File: config.mk
export PLATFORM = sky130hd
export DESIGN_NAME = xor_frame_receiver_status_table_flat
export DESIGN_NICKNAME = d
export VERILOG_FILES = /design/src/design/xfrst_pkg.sv /design/src/design/xfrst_in_if.sv /design/src/design/xfrst_out_if.sv /design/src/design/xfrst_ram.sv /design/src/design/xor_frame_receiver_status_table.sv /design/src/flat_wrapper.sv
export SDC_FILE = /design/constraint.sdc
export NUM_CORES = 1
export LEC_CHECK = 0
export CORE_UTILIZATION = 28
export CTS_BUF_LIST = sky130_fd_sc_hd__clkbuf_4
export DETAILED_ROUTE_END_ITERATION = 8
export DONT_BUFFER_PORTS = 1
export SLEW_MARGIN = 20
export SYNTH_ARGS = -nofsm -noshare
export SYNTH_HDL_FRONTEND = slang
export SYNTH_SLANG_ARGS = --single-unit
File: constraint.sdc
create_clock -name clk_i -period 5.43 [get_ports clk_i]
set_input_delay 1.086 -clock clk_i [delete_from_list [all_inputs] [get_ports clk_i]]
set_output_delay 1.086 -clock clk_i [all_outputs]
set_load 0.005 [all_outputs]
File: src/design/xfrst_pkg.sv
// ----------------------------------------------------------------------------
// XOR frame receiver package
// Result codes, table codes, command bytes and the command-to-table mapping.
// ----------------------------------------------------------------------------
package xfrst_pkg;

  // Result kinds reported on the output channel.
  typedef enum logic [2:0] {
    KIND_STORED   = 3'd0,
    KIND_BAD_ID   = 3'd1,
    KIND_BAD_SUM  = 3'd2,
    KIND_ABORTED  = 3'd3,
    KIND_READ     = 3'd4
  } kind_e;

  // Table codes.
  localparam logic [1:0] TBL_LIGHT      = 2'd0;
  localparam logic [1:0] TBL_TIMEOUT    = 2'd1;
  localparam logic [1:0] TBL_BRIGHTNESS = 2'd2;
  localparam logic [1:0] TBL_STATE      = 2'd3;

  // Input actions.
  localparam logic ACT_BYTE = 1'b0;
  localparam logic ACT_READ = 1'b1;

  // Protocol bytes.
  localparam logic [7:0] HEADER_BYTE    = 8'hAA;
  localparam logic [7:0] CMD_LIGHT_A    = 8'hB0;
  localparam logic [7:0] CMD_LIGHT_B    = 8'hB1;
  localparam logic [7:0] CMD_TIMEOUT    = 8'hB2;
  localparam logic [7:0] CMD_LIGHT_C    = 8'hB3;
  localparam logic [7:0] CMD_BRIGHTNESS = 8'hB5;

  // One result item.
  typedef struct packed {
    kind_e      kind;
    logic [7:0] module_id;
    logic [7:0] command_byte;
    logic [7:0] parameter_byte;
    logic [1:0] table_hit;
  } result_t;

  // Maps a command byte to the table that keeps it.
  function automatic logic [1:0] table_of(logic [7:0] cmd);
    logic [1:0] tbl;
    if (cmd == CMD_LIGHT_A || cmd == CMD_LIGHT_B || cmd == CMD_LIGHT_C) begin
      tbl = TBL_LIGHT;
    end else if (cmd == CMD_TIMEOUT) begin
      tbl = TBL_TIMEOUT;
    end else if (cmd == CMD_BRIGHTNESS) begin
      tbl = TBL_BRIGHTNESS;
    end else begin
      tbl = TBL_STATE;
    end
    return tbl;
  endfunction

endpackage

File: src/design/xfrst_in_if.sv
// ----------------------------------------------------------------------------
// XOR frame receiver input channel
// Valid/ready channel carrying one received byte or one table read request.
// ----------------------------------------------------------------------------
interface xfrst_in_if;
  logic       valid;
  logic       ready;
  logic       action;
  logic [7:0] byte_in;
  logic [1:0] read_table;
  logic [3:0] read_module;

  modport source (output valid, output action, output byte_in, output read_table,
                  output read_module, input ready);
  modport sink   (input valid, input action, input byte_in, input read_table,
                  input read_module, output ready);
endinterface

File: src/design/xfrst_out_if.sv
// ----------------------------------------------------------------------------
// XOR frame receiver output channel
// Valid/ready channel carrying one frame report or one read reply.
// ----------------------------------------------------------------------------
interface xfrst_out_if;
  logic       valid;
  logic       ready;
  logic [2:0] kind;
  logic [7:0] module_id;
  logic [7:0] command_byte;
  logic [7:0] parameter_byte;
  logic [1:0] table_hit;

  modport source (output valid, output kind, output module_id, output command_byte,
                  output parameter_byte, output table_hit, input ready);
  modport sink   (input valid, input kind, input module_id, input command_byte,
                  input parameter_byte, input table_hit, output ready);
endinterface

File: src/design/xfrst_ram.sv
// ----------------------------------------------------------------------------
// Generic single-port-write RAM
// One write port and one read port with a registered read, no reset.
// ----------------------------------------------------------------------------
module xfrst_ram #(
  parameter int WIDTH = 16,
  parameter int DEPTH = 32
) (
  input  logic                                   clk_i,
  input  logic                                   we_i,
  input  logic [(DEPTH > 1 ? $clog2(DEPTH) : 1)-1:0] waddr_i,
  input  logic [WIDTH-1:0]                       wdata_i,
  input  logic                                   re_i,
  input  logic [(DEPTH > 1 ? $clog2(DEPTH) : 1)-1:0] raddr_i,
  output logic [WIDTH-1:0]                       rdata_o
);

  logic [WIDTH-1:0] mem_q [DEPTH];
  logic [WIDTH-1:0] rdata_q;

  always_ff @(posedge clk_i) begin
    if (we_i) begin
      mem_q[waddr_i] <= wdata_i;
    end
    if (re_i) begin
      rdata_q <= mem_q[raddr_i];
    end
  end

  assign rdata_o = rdata_q;

endmodule

File: src/design/xor_frame_receiver_status_table.sv
// ----------------------------------------------------------------------------
// XOR frame receiver with module status tables
// Cuts reply bytes into XOR-checked frames and keeps per-module status.
// ----------------------------------------------------------------------------
// Usage:
// The input channel in_i carries either a received byte (action 0) or a
// request to read one status table entry (action 1). The block sustains one
// item per clock while out_o keeps taking results. A frame opens at header
// 0xAA and closes with its XOR checksum byte, byte FRAME_LENGTH of the frame.
// The closing byte, a header that cuts an open frame short, and every read
// request each produce one result on out_o; other bytes produce none.
// A result passes through the status RAM read stage and then the output
// register, which holds it until out_o takes it. Good frames with an ID of
// 1..MODULE_COUNT write command and parameter into the status RAM in the
// cycle of their transfer, so a read that follows directly sees them.
// Reset clears the frame tracker and the per-entry valid flags at once;
// every table entry then reads as empty, and no clearing pass is needed.
// When the receiver of out_o stalls, the held result waits in the output
// register while the RAM stage still takes one more item; only when both are
// full does in_i.ready drop, and it rises again in the cycle out_o is taken.
// ----------------------------------------------------------------------------
module xor_frame_receiver_status_table #(
  parameter int MODULE_COUNT = 8,
  parameter int FRAME_LENGTH = 6
) (
  input  logic              clk_i,
  input  logic              rst_ni,
  xfrst_in_if.sink          in_i,
  xfrst_out_if.source       out_o
);

  localparam int ENTRIES = 4 * MODULE_COUNT;
  localparam int AW      = (ENTRIES > 1) ? $clog2(ENTRIES) : 1;
  localparam int PW      = $clog2(FRAME_LENGTH);

  // Handshake and pipeline control.
  logic in_xfer;
  logic s1_adv;
  logic in_ready;

  // Frame tracker. Only the running XOR and bytes 2..4 need to be kept.
  logic          open_q,  open_d;
  logic [PW-1:0] pos_q,   pos_d;
  logic [7:0]    xor_q,   xor_d;
  logic [7:0]    id_q,    id_d;
  logic [7:0]    cmd_q,   cmd_d;
  logic [7:0]    par_q,   par_d;

  // Frame result of the current byte.
  logic                 frm_res;
  xfrst_pkg::result_t   frm_item;
  logic [1:0]           frm_tbl;
  logic                 id_ok;

  // Status RAM access and valid flags.
  logic               ram_we;
  logic [AW-1:0]      wr_addr;
  logic               ram_re;
  logic [AW-1:0]      rd_addr;
  logic [15:0]        ram_rdata;
  logic               rd_in_range;
  logic [ENTRIES-1:0] valid_q, valid_d;

  // Stage 1: RAM read stage.
  logic               s1_valid_q, s1_valid_d;
  logic               s1_read_q;
  logic               s1_hit_q;
  xfrst_pkg::result_t s1_q;
  xfrst_pkg::result_t s1_item;

  // Output register.
  logic               out_valid_q, out_valid_d;
  xfrst_pkg::result_t out_q;

  // The RAM stage advances when the output register is free or being emptied.
  assign s1_adv   = s1_valid_q && (!out_valid_q || out_o.ready);
  assign in_ready = !s1_valid_q || s1_adv;
  assign in_xfer  = in_i.valid && in_ready;
  assign in_i.ready = in_ready;

  // --------------------------------------------------------------------------
  // Frame tracker next state and frame results.
  // --------------------------------------------------------------------------
  assign frm_tbl = xfrst_pkg::table_of(cmd_q);
  assign id_ok   = (id_q != 8'd0) && (32'(id_q) <= MODULE_COUNT);

  always_comb begin
    open_d  = open_q;
    pos_d   = pos_q;
    xor_d   = xor_q;
    id_d    = id_q;
    cmd_d   = cmd_q;
    par_d   = par_q;
    frm_res = 1'b0;
    ram_we  = 1'b0;
    frm_item = '{kind: xfrst_pkg::KIND_ABORTED, module_id: id_q, command_byte: cmd_q,
                 parameter_byte: par_q, table_hit: xfrst_pkg::TBL_LIGHT};

    if (in_xfer && in_i.action == xfrst_pkg::ACT_BYTE) begin
      if (in_i.byte_in == xfrst_pkg::HEADER_BYTE) begin
        // A header always opens a fresh frame; an open one is reported aborted.
        frm_res = open_q;
        open_d  = 1'b1;
        pos_d   = PW'(1);
        xor_d   = in_i.byte_in;
        id_d    = 8'd0;
        cmd_d   = 8'd0;
        par_d   = 8'd0;
      end else if (open_q) begin
        if (32'(pos_q) < FRAME_LENGTH - 1) begin
          xor_d = xor_q ^ in_i.byte_in;
          pos_d = pos_q + PW'(1);
          if (32'(pos_q) == 2) begin
            id_d = in_i.byte_in;
          end
          if (32'(pos_q) == 3) begin
            cmd_d = in_i.byte_in;
          end
          if (32'(pos_q) == 4) begin
            par_d = in_i.byte_in;
          end
        end else begin
          // Checksum byte closes the frame.
          frm_res = 1'b1;
          open_d  = 1'b0;
          pos_d   = '0;
          if (xor_q != in_i.byte_in) begin
            frm_item.kind = xfrst_pkg::KIND_BAD_SUM;
          end else if (id_ok) begin
            frm_item.kind      = xfrst_pkg::KIND_STORED;
            frm_item.table_hit = frm_tbl;
            ram_we             = 1'b1;
          end else begin
            frm_item.kind = xfrst_pkg::KIND_BAD_ID;
          end
        end
      end
    end
  end

  always_ff @(posedge clk_i or negedge rst_ni) begin
    if (!rst_ni) begin
      open_q <= 1'b0;
      pos_q  <= '0;
    end else begin
      open_q <= open_d;
      pos_q  <= pos_d;
    end
  end

  always_ff @(posedge clk_i) begin
    xor_q <= xor_d;
    id_q  <= id_d;
    cmd_q <= cmd_d;
    par_q <= par_d;
  end

  // --------------------------------------------------------------------------
  // Status RAM: table-major layout, entry = table * MODULE_COUNT + ID - 1.
  // A write and a read never share a cycle, since each item does one or the
  // other, so a read right after a store sees the stored data.
  // --------------------------------------------------------------------------
  assign wr_addr = AW'(32'(frm_tbl) * 32'(MODULE_COUNT) + 32'(id_q) - 32'd1);
  assign rd_addr = AW'(32'(in_i.read_table) * 32'(MODULE_COUNT)
                       + 32'(in_i.read_module) - 32'd1);
  assign rd_in_range = (in_i.read_module != 4'd0)
                       && (32'(in_i.read_module) <= MODULE_COUNT);
  assign ram_re = in_xfer && in_i.action == xfrst_pkg::ACT_READ;

  xfrst_ram #(
    .WIDTH (16),
    .DEPTH (ENTRIES)
  ) u_status_ram (
    .clk_i   (clk_i),
    .we_i    (ram_we),
    .waddr_i (wr_addr),
    .wdata_i ({cmd_q, par_q}),
    .re_i    (ram_re),
    .raddr_i (rd_addr),
    .rdata_o (ram_rdata)
  );

  always_comb begin
    valid_d = valid_q;
    if (ram_we) begin
      valid_d[wr_addr] = 1'b1;
    end
  end

  always_ff @(posedge clk_i or negedge rst_ni) begin
    if (!rst_ni) begin
      valid_q <= '0;
    end else begin
      valid_q <= valid_d;
    end
  end

  // --------------------------------------------------------------------------
  // Stage 1. The RAM read data is combined here; the RAM holds its output
  // while the stage is stalled because no new read is issued then.
  // --------------------------------------------------------------------------
  assign s1_valid_d = (s1_valid_q && !s1_adv) || (in_xfer && (ram_re || frm_res));

  always_ff @(posedge clk_i or negedge rst_ni) begin
    if (!rst_ni) begin
      s1_valid_q <= 1'b0;
    end else begin
      s1_valid_q <= s1_valid_d;
    end
  end

  always_ff @(posedge clk_i) begin
    if (in_xfer) begin
      s1_read_q <= ram_re;
      s1_hit_q  <= rd_in_range && valid_q[rd_addr];
      if (ram_re) begin
        s1_q <= '{kind: xfrst_pkg::KIND_READ, module_id: {4'd0, in_i.read_module},
                  command_byte: 8'd0, parameter_byte: 8'd0,
                  table_hit: in_i.read_table};
      end else begin
        s1_q <= frm_item;
      end
    end
  end

  always_comb begin
    s1_item = s1_q;
    if (s1_read_q) begin
      if (s1_hit_q) begin
        s1_item.command_byte   = ram_rdata[15:8];
        s1_item.parameter_byte = ram_rdata[7:0];
      end else begin
        s1_item.module_id = 8'd0;
      end
    end
  end

  // --------------------------------------------------------------------------
  // Output register.
  // --------------------------------------------------------------------------
  assign out_valid_d = s1_adv || (out_valid_q && !out_o.ready);

  always_ff @(posedge clk_i or negedge rst_ni) begin
    if (!rst_ni) begin
      out_valid_q <= 1'b0;
    end else begin
      out_valid_q <= out_valid_d;
    end
  end

  always_ff @(posedge clk_i) begin
    if (s1_adv) begin
      out_q <= s1_item;
    end
  end

  assign out_o.valid          = out_valid_q;
  assign out_o.kind           = out_q.kind;
  assign out_o.module_id      = out_q.module_id;
  assign out_o.command_byte   = out_q.command_byte;
  assign out_o.parameter_byte = out_q.parameter_byte;
  assign out_o.table_hit      = out_q.table_hit;

  // --------------------------------------------------------------------------
  // Assertions.
  // --------------------------------------------------------------------------
  // An open frame always has at least its header counted.
  assert property (@(posedge clk_i) disable iff (!rst_ni)
    open_q |-> pos_q != '0)
    else $error("frame open with zero byte count");

  // A stored frame marks its table entry valid.
  assert property (@(posedge clk_i) disable iff (!rst_ni)
    ram_we |=> valid_q[$past(wr_addr)])
    else $error("stored entry not marked valid");

  // Every read request reaches the RAM stage in the next cycle.
  assert property (@(posedge clk_i) disable iff (!rst_ni)
    ram_re |=> (s1_valid_q && s1_read_q))
    else $error("read request lost before the RAM stage");

  // A stalled RAM stage must block new transfers, or its read data is lost.
  assert property (@(posedge clk_i) disable iff (!rst_ni)
    (s1_valid_q && out_valid_q && !out_o.ready) |-> !in_i.ready)
    else $error("input accepted while the RAM stage is stalled");

endmodule

File: src/flat_wrapper.sv
// flat-port wrapper written by rule: the top's interface ports become plain ports
module xor_frame_receiver_status_table_flat 
#(
  parameter int MODULE_COUNT = 8,
  parameter int FRAME_LENGTH = 6
)
  (clk_i, rst_ni, in_i_valid, in_i_action, in_i_byte_in, in_i_read_table, in_i_read_module, in_i_ready, out_o_valid, out_o_kind, out_o_module_id, out_o_command_byte, out_o_parameter_byte, out_o_table_hit, out_o_ready);
  xfrst_in_if in_i_i ();
  xfrst_out_if out_o_i ();
  input  logic clk_i;
  input  logic rst_ni;
  input wire logic [$bits(in_i_i.valid)-1:0] in_i_valid;
  input wire logic [$bits(in_i_i.action)-1:0] in_i_action;
  input wire logic [$bits(in_i_i.byte_in)-1:0] in_i_byte_in;
  input wire logic [$bits(in_i_i.read_table)-1:0] in_i_read_table;
  input wire logic [$bits(in_i_i.read_module)-1:0] in_i_read_module;
  output wire logic [$bits(in_i_i.ready)-1:0] in_i_ready;
  output wire logic [$bits(out_o_i.valid)-1:0] out_o_valid;
  output wire logic [$bits(out_o_i.kind)-1:0] out_o_kind;
  output wire logic [$bits(out_o_i.module_id)-1:0] out_o_module_id;
  output wire logic [$bits(out_o_i.command_byte)-1:0] out_o_command_byte;
  output wire logic [$bits(out_o_i.parameter_byte)-1:0] out_o_parameter_byte;
  output wire logic [$bits(out_o_i.table_hit)-1:0] out_o_table_hit;
  input wire logic [$bits(out_o_i.ready)-1:0] out_o_ready;
  assign in_i_i.valid = in_i_valid;
  assign in_i_i.action = in_i_action;
  assign in_i_i.byte_in = in_i_byte_in;
  assign in_i_i.read_table = in_i_read_table;
  assign in_i_i.read_module = in_i_read_module;
  assign in_i_ready = in_i_i.ready;
  assign out_o_valid = out_o_i.valid;
  assign out_o_kind = out_o_i.kind;
  assign out_o_module_id = out_o_i.module_id;
  assign out_o_command_byte = out_o_i.command_byte;
  assign out_o_parameter_byte = out_o_i.parameter_byte;
  assign out_o_table_hit = out_o_i.table_hit;
  assign out_o_i.ready = out_o_ready;
  xor_frame_receiver_status_table #(.MODULE_COUNT(MODULE_COUNT), .FRAME_LENGTH(FRAME_LENGTH)) u_core (.clk_i(clk_i), .rst_ni(rst_ni), .in_i(in_i_i), .out_o(out_o_i));
endmodule
==> results.py, run 1 <==
metrics = {
    "synthesis": {
        "ys_types": 46,
        "syn-mean-instance-area_um2": 19.7,
        "syn_nets": 1360,
        "synth-edff-count": 620,
        "synth-seq-cells": 658,
        "yosys-top-cells-count": "edfxtp_1, mux4_2, clkbuf_1",
        "netlist_area_um2": 26200,
        "yosys-top-cells-area": "edfxtp_1, mux4_2, dfrtp_1, a41o_1, and3_1",
        "synth_cells": 1327,
        "synth_top_area_share_pct": 71.1,
        "synth.most_common_cell": "edfxtp_1",
        "yosysWarnings": 0,
        "ys.flop_type": "edfxtp_1",
        "synth_seq_area_share_pct": 74.7,
        "yosys.area.top_type": "edfxtp_1",
        "async_flop_share_pct": 5.78,
    },
    "place": {
        "dp_hpwl_um": 39700,
        "pre_cts_slack_ns": 1.05,
        "place_area_um2": 28100,
        "place_inst": 2545,
        "portBuffers": 0,
        "gp_congestion": 0.894,
    },
    "critical_path": {
        "worstPathArrival_ns": 4.73,
        "endpoint_kind": "flip-flop",
        "required_ns": 6.08,
        "crit_fanout": 16,
        "crit_type": "reg2reg",
        "start_kind": "flip-flop",
    },
    "timing": {
        "clock_skew_ns": 0.0662,
        "drv_slew": 0,
        "fin_setup_tns_ns": 0,
        "setup_viol": 0,
        "rsz0062_at_grt": "no",
        "min_period_over_period_pct": 75.0,
        "hold_violations": 0,
        "hold_slack_ns": 0.186,
        "fmax_ghz": 0.246,
        "layout_setup_ws_ns": 1.36,
        "worstMarginPinSlew_ns": 1.13,
        "layout_min_cycle_time_ns": 4.07,
        "slew_headroom_pct": 24.7,
    },
    "clock_network": {
        "insertion_delay_ns": 1.00,
        "cts_buffers": 163,
        "cts-htree-levels": 4,
        "clock_path_buffers": 3,
        "clk_pin_slew_ns": 0.07,
        "cts-resized-gates": 0,
        "cts_tree": "yes",
        "root_buffer": "clkbuf_4",
        "cts_sinks": 658,
    },
    "finish": {
        "fin_nets": 1502,
        "fin_util_pct": 32.8,
        "final_cell_area_um2": 30300,
        "layout.cells.non_filler": 2841,
        "area_growth_pct": 15.5,
        "drive_above_1_share_pct": 33.5,
    },
    "min_path": {
        "hold_class": "in2reg",
    },
    "global_route": {
        "grt_start_max_net_pins": 140,
        "grt_pass1_vias": 14200,
        "grt_util_met3_pct": 4.21,
        "busiest_layer": "met2",
        "met1_usage_pct": 18.1,
        "antenna_found_initial": 2,
        "grtUsageMet2_pct": 22.8,
        "grt_pass1_wl_um": 96900,
        "grt-ovfl-total": 0,
        "grt_usage_pct": 14.1,
    },
    "route": {
        "wl_um": 66300,
        "drt-pass1-iter-count": 7,
        "drt_iter0_markers": 1364,
        "vias": 14000,
        "ant_nets": 0,
        "wl_per_cell_um": 23.3,
        "drcViolationCount": 0,
        "via_per_inst": 4.92,
    },
    "status": {
        "status": "complete, no violations",
    },
    "die": {
        "core-area_um2": 92200,
        "initial_utilization_pct": 28.4,
        "rows": 111,
        "num_io_pins": 50,
        "die_area_um2": 94800,
        "die_h_um": 308,
        "die_w_um": 308,
    },
    "power_and_ir_drop": {
        "total_power_mw": 10.5,
        "ir_drop_mv": 0.162,
        "power_density_nw_per_um2": 347,
        "p_leak_nw": 10.1,
    },
    "job": {
        "maxCapViolations": 0,
    },
}
## power breakdown
| group | total [mW] | switching (mW) | internal [mW] |
|---|---|---|---|
| Sequential | 5.63 | 0.0500 | 5.58 |
| Clock | 4.10 | 1.94 | 2.16 |
| Combinational | 0.763 | 0.468 | 0.294 |
## layer usage
layer,wire length [µm],vias to the layer above
li1,-,5907
met1,27700,7362
met2,32500,615
met3,4730,94
met4,1290,0
met5,0,-
## repair_timing
| action | in CTS | in global routing |
|---|---|---|
| endpoints found under the hold margin | 38 | 0 |
| buffers inserted | 0 | 0 |
| hold buffers | 2 | 0 |
## placed cells by master (no fill, tap or decap), drive strengths merged, types with 4 or more instances in the layout
cell type	instances
a311oi	16
nor2	14
a2111oi	16
xor2	4
or3	16
dfrtp	38
nor3	4
clkbuf	246
xnor2	14
edfxtp	620
mux2	17
nand4	4
a21o	18
nor2b	24
nand3	35
o211ai	16
buf	71
nand2b	4
a41o	32
inv	19
nand2	20
clkinv	41
ha	12
mux4	138
and3	34
nor4	36
and2	17
o21ai	40
a21oi	10
## worst max-delay path, stage by stage, from the launching register on
cell and delay (ns):
edfxtp_1 0.55, nor2b_1 0.73, clkinv_1 0.16, buf_4 0.27, fa_1 0.44, xor2_1 0.38
nand4_2 0.16, buf_4 0.26, nor4_2 0.42, buf_4 0.34
## flip-flops by register name, indices dropped and copies added (netlist names), 16 cells and up
signal / flops
u_core.u_status_ram.mem_q: 512
u_core.valid_q: 32
u_core.s1_q: 24
u_core.u_status_ram.rdata_o: 16
## cell families (layout without fill, tap and decap cells)
group / after synthesis / count (layout) / synth area share, %
flip-flops: 658 / 658 / 74.7
AND/OR/NAND/NOR: 216 / 216 / 5.05
multiplexers: 158 / 158 / 12.7
AO/OA/AOI/OAI: 150 / 150 / 4.30
buffers and inverters: 113 / 383 / 1.93
XOR/XNOR: 18 / 18 / 0.602
adder cells (fa/ha/maj): 14 / 14 / 0.726
other: 0 / 1 / 0
## path summary, 6_finish.rpt
path,from,end,slack [ns],cells past startpoint
setup / recovery,u_core.id_q[0],u_core.u_status_ram.mem_q[1][7],1.36,9
hold / removal,in_i_byte_in[4],u_core.par_q[4],0.19,0
setup reg to reg,u_core.id_q[0],u_core.u_status_ram.mem_q[1][7],1.36,9
hold reg to reg,u_core.s1_item[27],u_core.out_o.kind[1],0.42,0
max in group asynchronous,rst_ni,u_core.valid_q[16],4.64,2
min in group asynchronous,rst_ni,u_core.pos_q[0],0.56,2
## cell type report
type | instances | area, µm²
inverters | 18 | 67.6
clock buffers | 246 | 1850
fillers | 8911 | 62000
well taps | 1243 | 1560
repair buffers | 72 | 568
clock inverters | 47 | 245
diodes | 1 | 2.50
multi-input cells | 556 | 6400
flip-flops and latches | 658 | 19600
(Power assumes the default switching activity.)
==> inputs of run 2 (changes only) <==
clock period = 3.5 ns   (was 5.43 ns; I/O delays follow)
==> results.py, run 2 (same netlist as run 1, synthesis figures left out) <==
metrics = {
    "die": {
        "die_h_um": 308,
        "num_io_pins": 50,
        "die_w_um": 308,
        "core-area_um2": 92200,
        "rows": 111,
        "initial_utilization_pct": 28.4,
        "die_area_um2": 94800,
    },
    "route": {
        "vias": 14000,
        "via_per_inst": 4.86,
        "wl_um": 65100,
        "ant_nets": 0,
        "drcViolationCount": 0,
        "drt_iter0_markers": 1136,
        "wl_per_cell_um": 22.5,
        "drt-pass1-iter-count": 5,
    },
    "power_and_ir_drop": {
        "ir_drop_mv": 0.258,
        "power_density_nw_per_um2": 523,
        "p_leak_nw": 10.5,
    },
    "clock_network": {
        "cts_sinks": 658,
        "clock_path_buffers": 3,
        "cts_tree": "yes",
        "insertion_delay_ns": 1.01,
        "root_buffer": "clkbuf_4",
        "clk_pin_slew_ns": 0.07,
        "cts-htree-levels": 4,
        "cts_buffers": 158,
    },
    "place": {
        "portBuffers": 0,
        "place_area_um2": 29000,
        "gp_congestion": 0.826,
        "dp_hpwl_um": 40100,
        "place_inst": 2589,
        "pre_cts_slack_ns": -0.200,
    },
    "finish": {
        "mostFrequentLayoutCell": "edfxtp_1",
        "top_regs": "u_core.u_status_ram.mem_q: 512 flops, u_core.valid_q: 32 flops, u_core.s1_q: 24 flops",
        "fill_cells": 8811,
        "largest_reg_flops": 512,
        "final_cell_area_um2": 31200,
        "multi_input_area_um2": 6760,
        "top_register": "u_core.u_status_ram.mem_q",
        "area_growth_pct": 19.1,
        "fin_nets": 1559,
        "final-seq-area_um2": 19600,
        "final_cell_mix": "edfxtp_1, clkbuf_4, mux4_2",
        "drive_above_1_share_pct": 35.0,
        "layout.cells.non_filler": 2891,
    },
    "critical_path": {
        "crit_fanout": 32,
        "required_ns": 4.12,
        "crit_type": "reg2reg",
        "endpoint_kind": "flip-flop",
        "start_kind": "flip-flop",
        "worstPathArrival_ns": 3.79,
    },
    "timing": {
        "worstMarginPinSlew_ns": 1.07,
        "min_period_over_period_pct": 90.5,
        "layout_min_cycle_time_ns": 3.17,
        "clock_skew_ns": 0.0641,
        "hold_violations": 0,
        "rsz0062_at_grt": "no",
        "fmax_ghz": 0.316,
        "slew_headroom_pct": 28.7,
        "setup_viol": 0,
        "hold_slack_ns": 0.149,
        "drv_slew": 0,
        "layout_setup_ws_ns": 0.333,
    },
    "global_route": {
        "grt-ovfl-total": 0,
        "grt_pass1_wl_um": 95800,
        "grt_usage_pct": 13.9,
        "grt_start_max_net_pins": 140,
        "antenna_found_initial": 5,
        "grt_pass1_vias": 14300,
    },
    "min_path": {
        "hold_class": "in2async",
    },
    "job": {
        "maxCapViolations": 0,
    },
    "status": {
        "status": "complete, no violations",
    },
}
run 2: metrics by stage:
step | utilization (%) | TNS [ns] | power (mW)
after global placement | 31.4 | -0.0695 | 10.2
after floorplan | - | -0.279 | 9.73
after detailed placement | 31.4 | -1.30 | 10.3
after CTS | 33.8 | 0 | 16.5
final | 33.8 | 0 | 16.3
after global routing | 33.8 | 0 | 17.0
run 2: timing repair:
item | 4_1_cts | 5_1_grt
buffers inserted | 0 | 0
setup endpoints to repair | 0 | 47
gates resized for setup | 0 | 2
hold buffers | 20 | 0
hold endpoints to repair | 80 | 0
run 2: cell type report:
class	instances	area share, %
repair buffers	134	3.94
multi-input cells	556	21.7
clock buffers	224	5.39
flip-flops and latches	658	62.7
clock inverters	54	1.02
inverters	18	0.229
diodes	4	0.0321
well taps	1243	4.99
run 2: worst max-delay path: stages, from the launching register on:
cell and delay, ns:
edfxtp_1 0.37, nand4b_1 0.24, nor3_2 0.23, ha_1 0.27, inv_2 0.09, ha_4 0.24
a21oi_2 0.34, xnor2_2 0.14, buf_12 0.23, nor4_4 0.28, buf_4 0.33
run 2: report_power, final:
group	switching (mW)	internal [mW]	leakage (nW)	total, mW
logic	0.803	0.609	3.14	1.41
clock network	3.01	3.18	1.18	6.19
registers	0.0601	8.66	6.14	8.72
run 2: per-layer routing:
layer	vias up	global-route usage, %	wire length (µm)
met5	-	0	0
met1	7412	18.5	28400
met4	0	5.21	1430
met3	81	2.93	3650
li1	6032	-	-
met2	517	22.1	31600
run 2: worst paths after layout:
path	startpoint	endpoint	slack (ns)	depth (start not counted)
min reg2reg	u_core.s1_item[26]	u_core.out_o.kind[0]	0.42	0
min	rst_ni	u_core.valid_q[21]	0.15	2
min in group clk_i	in_i_byte_in[4]	u_core.xor_q[4]	0.15	3
max in group asynchronous	rst_ni	u_core.valid_q[2]	3.13	2
max reg2reg	u_core.cmd_q[6]	u_core.u_status_ram.mem_q[25][1]	0.33	10
max	u_core.cmd_q[6]	u_core.u_status_ram.mem_q[25][1]	0.33	10
==> inputs of run 3 (changes only) <==
MAX_ROUTING_LAYER = met4   (was not set)
PLACE_DENSITY = 0.42   (was not set)
==> results.py, run 3 (same netlist as run 1, synthesis figures left out) <==
metrics = {
    "status": {
        "status": "complete, no violations",
    },
    "route": {
        "via_per_inst": 4.80,
        "ant_nets": 0,
        "drt_iter0_markers": 1028,
        "wl_per_cell_um": 25.6,
        "drcViolationCount": 0,
        "drt-pass1-iter-count": 7,
        "vias": 14000,
        "wl_um": 74400,
    },
    "timing": {
        "hold_violations": 0,
        "worstMarginPinSlew_ns": 0.976,
        "fmax_ghz": 0.314,
        "slew_headroom_pct": 34.9,
        "drv_slew": 0,
        "clock_skew_ns": 0.0641,
        "layout_min_cycle_time_ns": 3.18,
        "fin_setup_tns_ns": 0,
        "min_period_over_period_pct": 90.9,
        "rsz0062_at_grt": "no",
        "hold_slack_ns": 0.124,
        "setup_viol": 0,
    },
    "finish": {
        "final_cell_mix": "edfxtp_1, clkbuf_4, mux4_2",
        "final-seq-area_um2": 19600,
        "drive_above_1_share_pct": 36.1,
        "area_growth_pct": 19.3,
        "mostFrequentLayoutCell": "edfxtp_1",
        "fin_nets": 1564,
        "multi_input_area_um2": 6760,
        "fill_cells": 8890,
        "fin_util_pct": 33.9,
        "layout.cells.non_filler": 2906,
        "largest_reg_flops": 512,
        "top_regs": "u_core.u_status_ram.mem_q: 512 flops, u_core.valid_q: 32 flops, u_core.s1_q: 24 flops",
        "top_register": "u_core.u_status_ram.mem_q",
    },
    "power_and_ir_drop": {
        "p_leak_nw": 10.5,
        "power_density_nw_per_um2": 537,
        "ir_drop_mv": 0.269,
    },
    "critical_path": {
        "required_ns": 4.17,
        "ff2ff_path_depth": 10,
        "crit-reg2reg-launch": "u_core.cmd_q[6]",
        "crit_fanout": 16,
        "start_kind": "flip-flop",
        "worstPathArrival_ns": 3.85,
        "ff2ff_setup_slack_ns": 0.32,
        "crit_type": "reg2reg",
        "startpoint": "u_core.cmd_q[6]",
        "r2r-end": "u_core.u_status_ram.mem_q[6][7]",
        "endpoint_kind": "flip-flop",
    },
    "clock_network": {
        "cts_tree": "yes",
        "cts_sinks": 658,
        "cts-resized-gates": 0,
        "insertion_delay_ns": 1.04,
        "clock_path_buffers": 3,
        "cts_buffers": 174,
        "clk_pin_slew_ns": 0.07,
        "root_buffer": "clkbuf_4",
        "cts-htree-levels": 4,
    },
    "min_path": {
        "worstHoldEndpoint": "u_core.xor_q[4]",
        "holdPathStages": 3,
        "holdCritStartpoint": "in_i_byte_in[2]",
        "hold_class": "in2reg",
    },
    "die": {
        "die_w_um": 308,
        "initial_utilization_pct": 28.4,
        "die_h_um": 308,
        "core-area_um2": 92200,
        "die_area_um2": 94800,
        "rows": 111,
        "num_io_pins": 50,
    },
    "global_route": {
        "grt_pass1_vias": 14500,
        "grt_usage_pct": 16.4,
        "grt-ovfl-total": 0,
        "grt_pass1_wl_um": 106000,
        "grt_start_max_net_pins": 140,
        "antenna_found_initial": 7,
    },
    "place": {
        "dp_hpwl_um": 46100,
        "place_inst": 2576,
        "gp_congestion": 0.839,
        "portBuffers": 0,
    },
    "job": {
        "maxCapViolations": 0,
    },
}
run 3: cell count changes in the layout (fill, tap and decap cells not counted), sizes merged:
cell         before  now
clkbuf          224  262
clkinv           42   22
buf             115  102
diode             4   14
dlygate4sd3      19   21
bufinv            3    2
clkinvlp          4    3
run 3: repair_timing:
item                                    CTS  global route
setup buffers                             0             0
endpoints found under the hold margin    82             0
endpoints found under the setup margin    0             0
hold buffers                             22             0
run 3: critical path, stage by stage, from the launching register on:
cell	delay, ns
edfxtp_1	0.38
nand4b_1	0.23
nor3_2	0.26
ha_1	0.29
inv_2	0.08
ha_4	0.24
xor2_4	0.24
nand4_4	0.10
buf_4	0.29
nor4_4	0.31
buf_4	0.32
run 3: final cells by class:
class | instances | share of cell area (%)
sequential | 658 | 62.6
timing repair buffer | 123 | 3.48
clock buffer | 262 | 6.29
inverter | 18 | 0.220
clock inverter | 32 | 0.720
multi-input combinational | 556 | 21.6
tap | 1243 | 4.97
antenna | 14 | 0.112
run 3: layer usage:
layer / vias to the layer above / routed length [µm] / global-route usage [%]
met1: 7415 / 34300 / 22.2
met5: - / 0 / -
met2: 357 / 34800 / 24.3
li1: 6061 / - / -
met4: 0 / 1570 / 5.67
met3: 117 / 3680 / 3.79
run 3: worst max-delay path by stage:
stage / depth (start not counted) / endpoint / slack (ns)
CTS: 10 / u_core.u_status_ram.mem_q[22][14] / 0.27
global placement: 10 / u_core.u_status_ram.rdata_o[8] / 0.07
detailed placement: 10 / u_core.u_status_ram.rdata_o[0] / -0.01
finish: 10 / u_core.u_status_ram.mem_q[6][7] / 0.32
floorplan: 10 / u_core.u_status_ram.mem_q[16][0] / -0.02
global route: 10 / u_core.u_status_ram.mem_q[14][0] / 0.15
run 3: stage by stage:
| step | worst slack (ns) | power, mW | instance area [µm²] |
|---|---|---|---|
| after floorplan | -0.0174 | 9.73 | 26800 |
| final | 0.320 | 16.8 | 31300 |
| after CTS | 0.272 | 17.1 | 31200 |
| after global placement | 0.0703 | 10.2 | 28800 |
| after global routing | 0.155 | 17.5 | 31300 |
| after detailed placement | -0.0113 | 10.2 | 28800 |
run 3: report_power, final:
part / switching, mW / total [mW] / internal, mW
clock network: 3.14 / 6.68 / 3.55
registers: 0.0824 / 8.75 / 8.67
logic: 0.814 / 1.36 / 0.542
